### src/hdl/lru_pinned_page_directory_defines.svh
// Assertion macros for the page directory.
// No dependencies; included by modules that carry assertions.
`ifndef LRU_PINNED_PAGE_DIRECTORY_DEFINES_SVH
`define LRU_PINNED_PAGE_DIRECTORY_DEFINES_SVH
`ifndef SYNTHESIS
`define LPD_ASSERT_IMPL(label, clk, rst, prop) \
   label: assert property (@(posedge clk) disable iff (rst) prop) else $error("%m failed");
`define LPD_ASSERT_NEXT(label, clk, rst, a, b) \
   label: assert property (@(posedge clk) disable iff (rst) (a) |=> (b)) else $error("%m failed");
`else
`define LPD_ASSERT_IMPL(label, clk, rst, prop)
`define LPD_ASSERT_NEXT(label, clk, rst, a, b)
`endif
`endif

### src/hdl/lpd_pkg.sv
// Shared types and codes of the page directory.
// No dependencies.
package lpd_pkg;
   localparam int CAPACITY = 16;
   localparam int PIN_BITS = 8;
   localparam int SLOT_BITS = $clog2(CAPACITY);
   localparam int CNT_BITS = $clog2(CAPACITY + 1);

   typedef enum logic [2:0] {
      KIND_FETCH = 3'd0, KIND_NEW = 3'd1, KIND_UNPIN = 3'd2,
      KIND_PUSH = 3'd3, KIND_FLUSH_TBL = 3'd4, KIND_FLUSH_ALL = 3'd5
   } kind_type;

   typedef enum logic [2:0] {
      EV_HIT = 3'd0, EV_LOAD = 3'd1, EV_WRITEBACK = 3'd2, EV_EXISTS = 3'd3,
      EV_NOT_FOUND = 3'd4, EV_FULL = 3'd5, EV_DONE = 3'd6
   } event_type;

   typedef struct packed {
      logic [2:0]  event_res;
      logic [3:0]  slot;
      logic [7:0]  out_table;
      logic [31:0] out_page;
      logic        last;
   } result_type;
endpackage

### src/hdl/lpd_result_reg.sv
// Output register of the result channel.
// Depends on lpd_pkg.
module lpd_result_reg
   import lpd_pkg::*;
(
   input  logic       clock,
   input  logic       reset,
   input  logic       push_valid,
   input  result_type push_data,
   output logic       full,
   output logic       out_valid,
   input  logic       out_ready,
   output result_type out_data
);
   logic       valid_ff, valid_in;
   result_type data_ff, data_in;

   // hold one result until taken
   always_comb begin
      valid_in = valid_ff;
      data_in  = data_ff;
      if (out_valid && out_ready) valid_in = 1'b0;
      if (push_valid) begin
         valid_in = 1'b1;
         data_in  = push_data;
      end
   end

   always_ff @(posedge clock) begin
      if (reset) valid_ff <= 1'b0;
      else valid_ff <= valid_in;
      data_ff <= data_in;
   end

   assign full      = valid_ff;
   assign out_valid = valid_ff;
   assign out_data  = data_ff;
endmodule

### src/hdl/lru_pinned_page_directory.sv
// Page directory of a buffer pool with pin counts and LRU replacement. One
// request is taken at a time, and a sequencer walks the sixteen slots one per
// cycle through a shared compare unit, but waits in a flush scan while the
// output side is busy. Every request goes through a tag lookup over all slots
// and a dispatch. A fetch hit that promotes, and any insert at the most-recent
// end, adds a rank pass. A miss adds a limit check, a search for a free slot
// and an insert. Each eviction takes a limit check, a victim scan, a drop and
// a rank pass. A flush scans all slots once per occupied rank. Each result
// stalls the sequencer until the output register is free again, which takes
// longer while the consumer stalls. The next request is taken once the final
// result has left. The shortest requests are a transient hit, an unpin, or a
// new or push of a present page. The final result of a request has tlast set.
// Depends on lpd_pkg, lpd_result_reg and the defines header.
`include "lru_pinned_page_directory_defines.svh"
module lru_pinned_page_directory
   import lpd_pkg::*;
(
   input  logic        clock,
   input  logic        reset,
   input  logic        req_tvalid,
   output logic        req_tready,
   input  logic [39:0] req_tdata,  // table_id[7:0], page_number[39:8]
   input  logic [4:0]  req_tuser,  // kind[2:0], transient[3], mark_dirty[4]
   output logic        rsp_tvalid,
   input  logic        rsp_tready,
   output logic [47:0] rsp_tdata,  // slot[3:0], out_table[11:4], out_page[43:12],
                                   // zero[47:44]
   output logic [2:0]  rsp_tuser,  // event_res[2:0]
   output logic        rsp_tlast,  // last
   input  logic        csr_valid,
   output logic        csr_ready,
   input  logic [4:0]  csr_data    // pool_limit
);
   typedef enum logic [3:0] {
      ST_IDLE, ST_LOOK, ST_DISPATCH, ST_EVCHK, ST_VSCAN, ST_VDROP, ST_ADJ,
      ST_FREE, ST_INS, ST_FSCAN, ST_EMIT_FINAL, ST_WAIT
   } state_type;

   state_type state_ff;
   logic [SLOT_BITS-1:0] idx_ff;
   logic [CNT_BITS-1:0]  rscan_ff;
   logic [2:0]  kind_ff;
   logic [7:0]  tbl_ff;
   logic [31:0] page_ff;
   logic        trans_ff, mark_ff;
   logic        found_ff;
   logic [SLOT_BITS-1:0] hit_ff;
   logic        vfound_ff;
   logic [SLOT_BITS-1:0] vic_ff;
   logic [SLOT_BITS-1:0] ref_rank_ff;
   logic        adj_mode_ff; // 0 promote (inc below), 1 drop (dec above)
   state_type   ret_ff;
   logic [4:0]  limit_ff;
   logic [CNT_BITS-1:0] occ_ff;

   logic [CAPACITY-1:0] valid_ff, dirty_ff;
   logic [PIN_BITS-1:0] pin_ff  [CAPACITY];
   logic [SLOT_BITS-1:0] rank_ff [CAPACITY];
   logic [7:0]  ttab_ff [CAPACITY];
   logic [31:0] tpage_ff[CAPACITY];

   logic       push_valid_ff, full;
   result_type push_data_ff, rsp_data;

   // output side busy: a result is held or on its way in
   logic out_busy;
   assign out_busy = full || push_valid_ff;

   // effective limit
   logic [CNT_BITS-1:0] eff_limit;
   always_comb begin
      if (limit_ff == 5'd0) eff_limit = CNT_BITS'(1);
      else if ({1'b0, limit_ff} > 6'(CAPACITY)) eff_limit = CNT_BITS'(CAPACITY);
      else eff_limit = CNT_BITS'(limit_ff);
   end

   assign csr_ready  = (state_ff == ST_IDLE);
   assign req_tready = (state_ff == ST_IDLE) && !full;

   // shared per-slot compare unit
   logic tag_eq;
   assign tag_eq = valid_ff[idx_ff] && ttab_ff[idx_ff] == tbl_ff
                   && tpage_ff[idx_ff] == page_ff;

   // result helper
   function automatic result_type mk(input event_type ev,
                                     input logic [SLOT_BITS-1:0] s,
                                     input logic [7:0] t, input logic [31:0] p,
                                     input logic l);
      result_type r;
      r.event_res = ev;
      r.slot = 4'(s);
      r.out_table = t;
      r.out_page = p;
      r.last = l;
      return r;
   endfunction

   logic last_idx;
   assign last_idx = (idx_ff == SLOT_BITS'(CAPACITY - 1));

   always_ff @(posedge clock) begin
      logic push_now;
      push_now = 1'b0;
      if (reset) begin
         state_ff <= ST_IDLE;
         valid_ff <= '0;
         dirty_ff <= '0;
         occ_ff   <= '0;
         limit_ff <= 5'd16;
         for (int i = 0; i < CAPACITY; i++) begin
            pin_ff[i]  <= '0;
            rank_ff[i] <= '0;
         end
      end else begin
         unique case (state_ff)
            ST_IDLE: begin
               if (csr_valid) limit_ff <= csr_data;
               if (req_tvalid && req_tready) begin
                  kind_ff  <= req_tuser[2:0];
                  tbl_ff   <= req_tdata[7:0];
                  page_ff  <= req_tdata[39:8];
                  trans_ff <= req_tuser[3];
                  mark_ff  <= req_tuser[4];
                  idx_ff   <= '0;
                  found_ff <= 1'b0;
                  state_ff <= ST_LOOK;
               end
            end
            ST_LOOK: begin
               if (tag_eq && !found_ff) begin
                  found_ff <= 1'b1;
                  hit_ff   <= idx_ff;
               end
               idx_ff <= idx_ff + 1'b1;
               if (last_idx) state_ff <= ST_DISPATCH;
            end
            ST_DISPATCH: begin
               idx_ff <= '0;
               case (kind_ff)
                  KIND_FETCH: begin
                     if (found_ff) begin
                        if (pin_ff[hit_ff] != '1) pin_ff[hit_ff] <= pin_ff[hit_ff] + 1'b1;
                        push_data_ff <= mk(EV_HIT, hit_ff, tbl_ff, page_ff, 1'b1);
                        if (!trans_ff) begin
                           ref_rank_ff <= rank_ff[hit_ff];
                           vic_ff <= hit_ff;
                           adj_mode_ff <= 1'b0;
                           ret_ff <= ST_WAIT;
                           state_ff <= ST_ADJ;
                        end else begin
                           push_now = 1'b1;
                           state_ff <= ST_WAIT;
                        end
                     end else state_ff <= ST_EVCHK;
                  end
                  KIND_NEW: begin
                     if (found_ff) begin
                        push_now = 1'b1;
                        push_data_ff <= mk(EV_EXISTS, hit_ff, tbl_ff, page_ff, 1'b1);
                        state_ff <= ST_WAIT;
                     end else state_ff <= ST_EVCHK;
                  end
                  KIND_UNPIN: begin
                     push_now = 1'b1;
                     if (found_ff) begin
                        if (pin_ff[hit_ff] != '0) pin_ff[hit_ff] <= pin_ff[hit_ff] - 1'b1;
                        if (mark_ff) dirty_ff[hit_ff] <= 1'b1;
                        push_data_ff <= mk(EV_DONE, hit_ff, tbl_ff, page_ff, 1'b1);
                     end else push_data_ff <= mk(EV_NOT_FOUND, '0, tbl_ff, page_ff, 1'b1);
                     state_ff <= ST_WAIT;
                  end
                  KIND_PUSH: begin
                     if (found_ff) begin
                        dirty_ff[hit_ff] <= 1'b1;
                        push_now = 1'b1;
                        push_data_ff <= mk(EV_DONE, hit_ff, tbl_ff, page_ff, 1'b1);
                        state_ff <= ST_WAIT;
                     end else state_ff <= ST_EVCHK;
                  end
                  KIND_FLUSH_TBL, KIND_FLUSH_ALL: begin
                     rscan_ff <= '0;
                     state_ff <= (occ_ff == '0) ? ST_EMIT_FINAL : ST_FSCAN;
                  end
                  default: state_ff <= ST_EMIT_FINAL;
               endcase
            end
            ST_EVCHK: begin
               idx_ff <= '0;
               vfound_ff <= 1'b0;
               if (!out_busy) state_ff <= (occ_ff >= eff_limit) ? ST_VSCAN : ST_FREE;
            end
            ST_VSCAN: begin
               if (valid_ff[idx_ff] && pin_ff[idx_ff] == '0 &&
                   (!vfound_ff || rank_ff[idx_ff] > rank_ff[vic_ff])) begin
                  vfound_ff <= 1'b1;
                  vic_ff <= idx_ff;
               end
               idx_ff <= idx_ff + 1'b1;
               if (last_idx) state_ff <= ST_VDROP;
            end
            ST_VDROP: begin
               idx_ff <= '0;
               if (!vfound_ff) state_ff <= ST_FREE;
               else begin
                  if (dirty_ff[vic_ff]) begin
                     push_now = 1'b1;
                     push_data_ff <= mk(EV_WRITEBACK, vic_ff, ttab_ff[vic_ff],
                                        tpage_ff[vic_ff], 1'b0);
                  end
                  valid_ff[vic_ff] <= 1'b0;
                  dirty_ff[vic_ff] <= 1'b0;
                  ref_rank_ff <= rank_ff[vic_ff];
                  occ_ff <= occ_ff - 1'b1;
                  adj_mode_ff <= 1'b1;
                  ret_ff <= ST_EVCHK;
                  state_ff <= ST_ADJ;
               end
            end
            ST_ADJ: begin
               // one slot per cycle: shift ranks; index wraps back to zero
               if (adj_mode_ff) begin
                  if (idx_ff == vic_ff) rank_ff[idx_ff] <= '0;
                  else if (valid_ff[idx_ff] && rank_ff[idx_ff] > ref_rank_ff)
                     rank_ff[idx_ff] <= rank_ff[idx_ff] - 1'b1;
               end else begin
                  if (idx_ff == vic_ff) rank_ff[idx_ff] <= '0;
                  else if (valid_ff[idx_ff] && rank_ff[idx_ff] < ref_rank_ff)
                     rank_ff[idx_ff] <= rank_ff[idx_ff] + 1'b1;
               end
               idx_ff <= idx_ff + 1'b1;
               if (last_idx) begin
                  state_ff <= ret_ff;
                  if (ret_ff == ST_WAIT) push_now = 1'b1;
               end
            end
            ST_FREE: begin
               if (!valid_ff[idx_ff]) begin
                  vic_ff <= idx_ff;
                  state_ff <= ST_INS;
                  idx_ff <= '0;
               end else if (last_idx) begin
                  if (!out_busy) begin
                     push_now = 1'b1;
                     push_data_ff <= mk(EV_FULL, '0, tbl_ff, page_ff, 1'b1);
                     state_ff <= ST_WAIT;
                  end
               end else idx_ff <= idx_ff + 1'b1;
            end
            ST_INS: begin
               if (!out_busy) begin
                  valid_ff[vic_ff] <= 1'b1;
                  ttab_ff[vic_ff]  <= tbl_ff;
                  tpage_ff[vic_ff] <= page_ff;
                  occ_ff <= occ_ff + 1'b1;
                  if (kind_ff == KIND_FETCH) begin
                     pin_ff[vic_ff] <= PIN_BITS'(1);
                     dirty_ff[vic_ff] <= 1'b0;
                     push_data_ff <= mk(EV_LOAD, vic_ff, tbl_ff, page_ff, 1'b1);
                  end else begin
                     pin_ff[vic_ff] <= (kind_ff == KIND_NEW) ? PIN_BITS'(1) : '0;
                     dirty_ff[vic_ff] <= 1'b1;
                     push_data_ff <= mk(EV_DONE, vic_ff, tbl_ff, page_ff, 1'b1);
                  end
                  if ((kind_ff == KIND_FETCH && trans_ff) || kind_ff == KIND_PUSH) begin
                     rank_ff[vic_ff] <= SLOT_BITS'(occ_ff);
                     push_now = 1'b1;
                     state_ff <= ST_WAIT;
                  end else begin
                     // new page at MRU: rank pass moves every valid rank up,
                     // all of them sit below the all-ones mark
                     ref_rank_ff <= '1;
                     adj_mode_ff <= 1'b0;
                     ret_ff <= ST_WAIT;
                     state_ff <= ST_ADJ;
                  end
               end
            end
            ST_FSCAN: begin
               if (!out_busy) begin
                  if (valid_ff[idx_ff] && {1'b0, rank_ff[idx_ff]} == rscan_ff &&
                      dirty_ff[idx_ff] &&
                      (kind_ff == KIND_FLUSH_ALL || ttab_ff[idx_ff] == tbl_ff)) begin
                     push_now = 1'b1;
                     push_data_ff <= mk(EV_WRITEBACK, idx_ff, ttab_ff[idx_ff],
                                        tpage_ff[idx_ff], 1'b0);
                     dirty_ff[idx_ff] <= 1'b0;
                  end
                  idx_ff <= idx_ff + 1'b1;
                  if (last_idx) begin
                     rscan_ff <= rscan_ff + 1'b1;
                     if (rscan_ff + 1'b1 >= occ_ff) state_ff <= ST_EMIT_FINAL;
                  end
               end
            end
            ST_EMIT_FINAL: begin
               if (!out_busy) begin
                  push_now = 1'b1;
                  push_data_ff <= mk(EV_DONE, '0, tbl_ff, page_ff, 1'b1);
                  state_ff <= ST_WAIT;
               end
            end
            ST_WAIT: begin
               if (!out_busy) state_ff <= ST_IDLE;
            end
            default: state_ff <= ST_IDLE;
         endcase
      end
      push_valid_ff <= push_now;
   end

   lpd_result_reg u_res (
      .clock(clock), .reset(reset), .push_valid(push_valid_ff),
      .push_data(push_data_ff), .full(full), .out_valid(rsp_tvalid),
      .out_ready(rsp_tready), .out_data(rsp_data)
   );

   assign rsp_tdata = {4'b0000, rsp_data.out_page, rsp_data.out_table, rsp_data.slot};
   assign rsp_tuser = rsp_data.event_res;
   assign rsp_tlast = rsp_data.last;

   `LPD_ASSERT_IMPL(a_occ_range, clock, reset, occ_ff <= CNT_BITS'(CAPACITY))
   `LPD_ASSERT_NEXT(a_busy_after_accept, clock, reset, req_tvalid && req_tready, !req_tready)
   `LPD_ASSERT_IMPL(a_occ_count, clock, reset, occ_ff == CNT_BITS'($countones(valid_ff)))
   `LPD_ASSERT_IMPL(a_no_overwrite, clock, reset, !(push_valid_ff && full))
endmodule

### config.mk
export PLATFORM = sky130hd
export DESIGN_NAME = lru_pinned_page_directory
export DESIGN_NICKNAME = d
export VERILOG_FILES = /design/src/hdl/lpd_pkg.sv /design/src/hdl/lpd_result_reg.sv /design/src/hdl/lru_pinned_page_directory.sv
export VERILOG_INCLUDE_DIRS = /design/src /design/src/hdl
export SDC_FILE = /design/constraint.sdc
export NUM_CORES = 1
export LEC_CHECK = 0
export BUFFER_PORTS_ARGS = -buffer_cell sky130_fd_sc_hd__buf_4
export CELL_PAD_IN_SITES_DETAIL_PLACEMENT = 1
export CELL_PAD_IN_SITES_GLOBAL_PLACEMENT = 1
export CORE_AREA = 2 2 420 422
export CTS_CLUSTER_DIAMETER = 120
export CTS_CLUSTER_SIZE = 28
export DETAILED_ROUTE_END_ITERATION = 8
export DIE_AREA = 0 0 422 424
export GPL_ROUTABILITY_DRIVEN = 0
export HOLD_SLACK_MARGIN = 0.08
export PLACE_DENSITY_LB_ADDON = 0.1
export SLEW_MARGIN = 20
export SYNTH_ARGS = -nofsm -noshare
export SYNTH_HDL_FRONTEND = slang
export SYNTH_SLANG_ARGS = --single-unit
### constraint.sdc
create_clock -name clock -period 8.3 [get_ports clock]
set_clock_uncertainty 0.2 [all_clocks]
set_input_delay 0 -clock clock [delete_from_list [all_inputs] [get_ports clock]]
set_output_delay 0 -clock clock [all_outputs]
set_load 0.1 [all_outputs]
==> impl_metrics.tcl, run 1 <==
set metrics [dict create \
    status "finished clean" \
    synth_common_cells "edfxtp_1, mux4_2, nor2_1, nand2_1, a21oi_1" \
    post-route-period-util_pct 70.0 \
    hold_buffers 115 \
    worst_pin_slew_ps 1130 \
    overflow 0 \
    pre_cts_ws_ps 2470 \
    drv_slew 0 \
    fin_nets 3520 \
    start_kind "register" \
    syn_area_sq_mm 0.0521 \
    clock_latency_ps 720 \
    yosysTopAreaCellShare_pct 57.5 \
    path_max_fanout 41 \
    drc 0 \
    fin_ws_ps 2490 \
    routedWlPerCell_um 32.6 \
    synthTopCellsByArea "edfxtp_1, mux4_2, dfxtp_1" \
    grt_pass1_vias 34700 \
    setup_viol 0 \
    cts.clk_slew.worst_paths_ps 100 \
    multi_input_area_sq_mm 0.0197 \
    ys.flop_type "edfxtp_1" \
    rsz0062_at_grt "no" \
    worstHoldPathType "input pin to register" \
    hold_violations 0 \
    nFillCells 18000 \
    period_minus_slack_ps 5810 \
    antenna_found_initial 3 \
    postCtsSetupRepairBufs 0 \
    yosysTopAreaCell "edfxtp_1" \
    drv_cap 0 \
    ys_warn_count 0 \
    ff_latch_area_sq_mm 0.0312 \
    avgSynthCellArea_sq_um 15.7 \
    num_rows 154 \
    ant_nets 0 \
    yosysMostFrequentCell "edfxtp_1" \
    die-width_um 422 \
    drt_pass1_iterations 6 \
    dp_hpwl_um 122000 \
    clkSinkCount 1058 \
    core-area_sq_mm 0.175 \
    avgViaCountPerCell 5.56 \
    fmax_ghz 0.172 \
    cts_tree "done" \
    num_vias 32200 \
    cts_resized 0 \
    start_util_pct 29.8 \
    power_density_mw_per_mm2 256 \
    peakVddDrop_uv 192 \
    hold_slack_ps 211 \
    leakage_nw 18.1 \
    syn2layout_area_growth_pct 11.5 \
    layout-drive-gt1-share_pct 23.6 \
    required_ps 8490 \
    critPathCaptureType "register" \
    synth-seq-cells 1058 \
    io_pins 110 \
    die_h_um 424 \
    grt_max_degree 71 \
    ys_seq_area_share_pct 59.8 \
    htree_num_levels 2 \
    cts_buffer_depth 3 \
    async_flop_share_pct 0 \
    relSlewSlack_pct 24.5 \
    wl_um 189000 \
    die_area_sq_mm 0.179 \
    port_buffers 105 \
    track_usage_pct 20.9 \
    worstSetupPathType "register to register" \
    synth.distinct_cells 90 \
    cts_made_buffers 47 \
    drt_iter0_drc 2848 \
    grt_first_pass_wirelength_um 270000 \
    clock-root-buffer "clkbuf_16" \
    syn_inst 3323 \
    cp.arrival_ps 6000 \
    synth_edf_count 998 \
    fin_tns_setup_ps 0 \
]
[critical path, cell delays in order, from the launching register on]
cell and delay [ps]:
dfxtp_4 870, buf_4 370, buf_4 360, mux4_2 280
mux2i_1 70, mux2i_1 700, ha_1 410, o21a_1 140
o21ai_0 250, nand4_1 200, and3_1 290, a21oi_1 690
nand2_1 300, nand2b_1 270
[stage by stage]
step	cells	power, W	instance area (sq um)	util [%]
6_report	5796	0.0149	58100	33.2
4_1_cts	5793	0.0151	58100	33.2
5_1_grt	5794	0.0156	58100	33.2
2_1_floorplan	3326	0.0101	52100	-
3_5_place_dp	5604	0.0121	55500	31.7
3_3_place_gp	5603	0.0120	55500	31.7
[placed cells by master, fill, tap and decap left out, types with 13 or more instances in the layout]
cell / instances
a211oi_1: 22
a21oi_1: 130
a221o_1: 17
a22oi_1: 36
a31oi_1: 21
buf_4: 185
clkbuf_16: 47
dfxtp_1: 49
dlygate4sd3_1: 115
edfxtp_1: 998
ha_1: 34
inv_1: 39
mux2_2: 43
mux2i_1: 92
mux4_2: 440
nand2_1: 213
nand2b_1: 58
nand3_1: 59
nand4_1: 14
nor2_1: 258
nor2_4: 19
nor2b_1: 33
nor3_1: 32
nor4_1: 36
o21ai_0: 70
o21ai_1: 13
o22ai_1: 36
or3_1: 14
xnor2_1: 45
xor2_1: 35
[where the power goes]
| group | total, W | switching, W | internal, W | leakage, nW |
|---|---|---|---|---|
| Combinational | 0.00522 | 0.00330 | 0.00192 | 7.71 |
| Clock | 0.00295 | 0.00183 | 0.00112 | 0.688 |
| Sequential | 0.00673 | 0.000477 | 0.00626 | 9.75 |
[flip-flops by register name, indices dropped and copies added (netlist names), 5 cells and up, named ones only]
| register | count |
|---|---|
| tbl_ff | 8 |
| dirty_ff | 16 |
| tpage_ff | 512 |
| rscan_ff | 5 |
| page_ff | 32 |
| pin_ff | 128 |
| limit_ff | 5 |
| u_res.out_data | 48 |
| push_data_ff | 48 |
| occ_ff | 5 |
| ttab_ff | 128 |
| rank_ff | 64 |
[final cells by class]
| class | instances | area share, % |
|---|---|---|
| clock buffer | 56 | 2.08 |
| sequential | 1058 | 53.7 |
| antenna | 2 | 0.00861 |
| tap | 2340 | 5.04 |
| multi-input combinational | 1973 | 34.0 |
| clock inverter | 18 | 0.351 |
| inverter | 44 | 0.284 |
| timing repair buffer | 305 | 4.54 |
[metal layers]
metal,global-route usage (%),wire length (um),share of wire [%]
met5,0,7,0.0037
met4,4.19,3570,1.9
met3,2.07,7410,3.9
met2,36.3,95400,50
met1,28.4,82600,44
[logic make-up (layout without fill, tap and decap cells)]
logic type	Yosys count	count (layout)	synth area share, %
DFF	1058	1058	59.8
and+or+nand+nor	810	810	7.33
muxes	584	584	22.1
AOI/OAI and AO/OA	458	458	5.82
buffers and inverters	295	423	2.69
xor gates and xnor gates	81	81	1.38
adders and majority gates	36	36	0.893
other	1	6	0.00720
[path summary, 6_finish.rpt]
check / slack [ps] / to / depth (start not counted) / from
worst min-delay path: 210 / occ_ff[4] / 3 / reset
worst max-delay path: 2490 / rank_ff[1][2] / 13 / register
worst max register to register: 2490 / rank_ff[1][2] / 13 / register
worst min register to register: 220 / u_res.out_data[14] / 0 / push_data_ff[14]
Note: power is estimated with default switching activity, not from simulation.
==> run 2: changes to the inputs <==
clock period = 5.85 ns   (was 8.3 ns; I/O delays follow)
==> impl_metrics.tcl, run 2 (same netlist as run 1, synthesis figures left out) <==
set metrics [dict create \
    min_from "push_data_ff[14]" \
    port_buffers 105 \
    clock-root-buffer "clkbuf_16" \
    rsz0062_at_grt "no" \
    overflow 0 \
    syn2layout_area_growth_pct 13.1 \
    fin_nets 3576 \
    drv_slew 0 \
    peakVddDrop_uv 209 \
    fin_area_sq_mm 0.0589 \
    mostFrequentLayoutCells "edfxtp_1, mux4_2, nor2_1" \
    num_rows 154 \
    status "finished clean" \
    cts_buffer_depth 3 \
    drt_iter0_drc 2648 \
    antenna_found_initial 5 \
    diodes 0 \
    core-area_sq_mm 0.175 \
    post-route-period-util_pct 90.4 \
    gr-usage-met1_pct 28.1 \
    track_usage_pct 20.7 \
    hold_violations 0 \
    die-width_um 422 \
    ant_nets 0 \
    slowest_delay_ps 890 \
    power_density_mw_per_mm2 365 \
    start_kind "register" \
    path_depth 10 \
    drt_pass1_iterations 7 \
    slowest_stage "dfxtp_4" \
    setup_viol 0 \
    path_cells "buf_12 -> mux4_2 -> nand2_1 -> a31oi_1 -> xor2_1 -> nor4_1 -> nand4_1 -> or4_1 -> or4_4 -> nor2_1" \
    drc 0 \
    cts_tree "done" \
    postCtsSetupRepairBufs 0 \
    cts.clk_slew.worst_paths_ps 120 \
    dp_hpwl_um 121000 \
    htree_num_levels 2 \
    die_area_sq_mm 0.179 \
    avgViaCountPerCell 5.54 \
    wl_um 187000 \
    worstHoldPathType "register to register" \
    critPathBufInv 1 \
    grt_max_degree 61 \
    drv_cap 0 \
    largest_reg_flops 512 \
    path_max_fanout 31 \
    reg_top3 "tpage_ff: 512 flops, pin_ff: 128 flops, ttab_ff: 128 flops" \
    multi_input_area_sq_mm 0.0197 \
    die_h_um 424 \
    min_path_cells 0 \
    crit_family "simple AND/OR/NAND/NOR gates" \
    clock_latency_ps 710 \
    layout-drive-gt1-share_pct 24.7 \
    layout_commonest_cell "edfxtp_1" \
    grt_pass1_vias 34600 \
    postPlaceCellArea_sq_mm 0.0562 \
    worstSetupPathType "register to register" \
    cts_made_buffers 48 \
    use_met2_pct 35.8 \
    regMostFlops "tpage_ff" \
    worst_pin_slew_ps 1340 \
    clkSinkCount 1058 \
    met3_usage_pct 1.84 \
    required_ps 6030 \
    nFillCells 18000 \
    fin_tns_setup_ps 0 \
    period_minus_slack_ps 5290 \
    cts_resized 0 \
    relSlewSlack_pct 9.67 \
    ff_latch_area_sq_mm 0.0312 \
    leakage_nw 18.5 \
    grt_first_pass_wirelength_um 269000 \
    reg2reg_depth 10 \
    busiest_layer "met2" \
    num_vias 32500 \
    hold_buffers 115 \
    io_pins 110 \
    critPathCaptureType "register" \
    start_util_pct 29.8 \
    routedWlPerCell_um 32.0 \
    fmax_ghz 0.189 \
    fin_util_pct 33.7 \
    cp.arrival_ps 5470 \
]
[run 2: cell count changes in the layout (fill, tap and decap cells not counted), moves of 3 or more]
cell	change
clkinv_8	+3
buf_12	+24
inv_8	-4
clkbuf_1	+14
buf_4	+31
clkinv_4	-3
inv_12	+4
[run 2: per-layer routing]
layer	vias to the layer above	part of all wire, %
met2	860	50
met5	-	0
met4	0	2.4
met1	17800	44
li1	13700	-
met3	174	3.8
[run 2: final timing paths]
path,slack (ps),end
min,230,u_res.out_data[14]
max reg2reg,560,hit_ff[0]
min reg2reg,230,u_res.out_data[14]
max,560,hit_ff[0]
[run 2: area by class of cell]
cell class	instances	area share (%)
multi-input combinational	1973	33.5
clock buffer	72	2.23
clock inverter	17	0.374
inverter	44	0.280
tap	2340	4.97
sequential	1058	53.0
timing repair buffer	360	5.68
[run 2: worst register-to-register path: cells and delay by family, from the launching register on]
| kind | cells | cell delay, ps |
|---|---|---|
| buf+inv | 1 | 350 |
| flops | 1 | 890 |
| compound gates | 1 | 140 |
| simple gates | 6 | 2670 |
| mux | 1 | 530 |
| xor+xnor | 1 | 200 |
[run 2: power by group]
group	leakage (nW)	switching [W]	internal (W)
clock	0.730	0.00263	0.00169
combinational	8.05	0.00475	0.00288
sequential	9.75	0.000660	0.00887
[run 2: metrics by stage]
| stage | setup WS (ps) | instances | hold slack (ps) | total power [W] |
|---|---|---|---|---|
| 5_1_grt | 346 | 5864 | 239 | 0.0225 |
| 6_report | 562 | 5864 | 233 | 0.0215 |
| 4_1_cts | 377 | 5864 | 182 | 0.0218 |
| 2_1_floorplan | 427 | 3326 | -101 | 0.0143 |
| 3_5_place_dp | 390 | 5660 | -20.4 | 0.0174 |
| 3_3_place_gp | 471 | 5660 | -21.1 | 0.0173 |
==> run 3: changes to the inputs <==
CELL_PAD_IN_SITES_GLOBAL_PLACEMENT = 2   (was 1)
CTS_CLUSTER_DIAMETER = 80   (was 120)
==> impl_metrics.tcl, run 3 (same netlist as run 1, synthesis figures left out) <==
set metrics [dict create \
    power_density_mw_per_mm2 393 \
    grt_max_degree 62 \
    cts_made_buffers 88 \
    drv_slew 0 \
    clock_latency_ps 760 \
    overflow 0 \
    drt_pass1_iterations 6 \
    post-route-period-util_pct 90.4 \
    postCtsSetupRepairBufs 0 \
    fin_util_pct 34.7 \
    start_kind "register" \
    num_vias 32900 \
    worstHoldPathType "register to register" \
    diodes 0 \
    critPathBufInv 1 \
    fmax_ghz 0.189 \
    core-area_sq_mm 0.175 \
    setup_viol 0 \
    syn2layout_area_growth_pct 16.6 \
    worstSetupPathType "register to register" \
    peakVddDrop_uv 254 \
    mostFrequentLayoutCells "edfxtp_1, mux4_2, nor2_1" \
    leakage_nw 19.4 \
    required_ps 6050 \
    crit_family "simple AND/OR/NAND/NOR gates" \
    die_h_um 424 \
    fin_nets 3631 \
    grt_pass1_vias 35200 \
    hold_buffers 117 \
    crit_path_frequent_cell "mux2i_1" \
    layout-drive-gt1-share_pct 27.0 \
    io_pins 110 \
    clock-root-buffer "clkbuf_16" \
    cts_buffer_depth 3 \
    slowest_delay_ps 870 \
    cts_tree "done" \
    drv_cap 0 \
    drc 0 \
    start_util_pct 29.8 \
    path_max_fanout 28 \
    antenna_found_initial 1 \
    relSlewSlack_pct 30.2 \
    path_cells "buf_4 -> mux4_2 -> mux2i_1 -> mux2i_1 -> xnor2_1 -> o211ai_1 -> or3_1 -> nand3b_1 -> or4_4 -> nor2_1" \
    cts.clk_slew.worst_paths_ps 90 \
    die-width_um 422 \
    ant_nets 0 \
    port_buffers 105 \
    critPathCaptureType "register" \
    period_minus_slack_ps 5290 \
    cts_resized 0 \
    status "finished clean" \
    routedWlPerCell_um 32.3 \
    avgViaCountPerCell 5.52 \
    slowest_stage "dfxtp_4" \
    drt_iter0_drc 2647 \
    dp_hpwl_um 125000 \
    fin_tns_setup_ps 0 \
    htree_num_levels 3 \
    largest_reg_flops 512 \
    die_area_sq_mm 0.179 \
    regMostFlops "tpage_ff" \
    clkSinkCount 1058 \
    layout_commonest_cell "edfxtp_1" \
    track_usage_pct 21.5 \
    wl_um 193000 \
    rsz0062_at_grt "no" \
    grt_first_pass_wirelength_um 276000 \
    worst_pin_slew_ps 1040 \
    hold_violations 0 \
    reg_top3 "tpage_ff: 512 flops, pin_ff: 128 flops, ttab_ff: 128 flops" \
    nFillCells 17900 \
    num_rows 154 \
    cp.arrival_ps 5490 \
]
[run 3: layout make-up]
class	instances	area [sq um]	share of cell area (%)
Timing Repair Buffer	375	3570	5.88
Multi-Input combinational cell	1973	19700	32.5
Tap cell	2340	2930	4.82
Inverter	44	165	0.272
Clock buffer	92	2260	3.72
Clock inverter	73	888	1.46
Sequential cell	1058	31200	51.4
[run 3: path summary, 6_finish.rpt]
kind / start / to / slack [ps] / depth (start not counted)
worst max-delay path: register / hit_ff[3] / 560 / 10
worst max register to register: register / hit_ff[3] / 560 / 10
worst min register to register: push_data_ff[32] / u_res.out_data[32] / 220 / 0
worst min-delay path: push_data_ff[32] / u_res.out_data[32] / 220 / 0
[run 3: through the flow]
step / power (W) / cells / area, sq um / hold slack, ps / setup slack, ps
2_1_floorplan: 0.0143 / 3326 / 52100 / -101 / 427
3_3_place_gp: 0.0174 / 5673 / 56400 / -22.1 / 364
3_5_place_dp: 0.0175 / 5673 / 56400 / -20.7 / 488
4_1_cts: 0.0242 / 5955 / 60800 / 221 / 454
5_1_grt: 0.0249 / 5955 / 60800 / 230 / 370
6_report: 0.0239 / 5955 / 60800 / 222 / 561
[run 3: worst reg2reg max path, stage by stage, from the launching register on]
cell and delay (ps):
dfxtp_4 870, buf_4 490, mux4_2 550, mux2i_1 220, mux2i_1 160, xnor2_1 520, o211ai_1 400, or3_1 440
nand3b_1 170, or4_4 560, nor2_1 350
[run 3: layer usage]
metal / part of all wire [%] / global-route usage (%) / routed length, um
met4: 2.8 / 6.29 / 5420
met3: 3.9 / 2.51 / 7580
met2: 50 / 37.2 / 96900
met1: 43 / 28.3 / 82600
met5: 0 / 0 / 0
[run 3: power breakdown]
group / switching (W) / leakage [nW] / internal, W / total, W
clock network: 0.00339 / 1.51 / 0.00321 / 0.00659
logic: 0.00483 / 8.15 / 0.00291 / 0.00774
registers: 0.000645 / 9.75 / 0.00887 / 0.00952
total: 0.00887 / 19.4 / 0.0150 / 0.0239
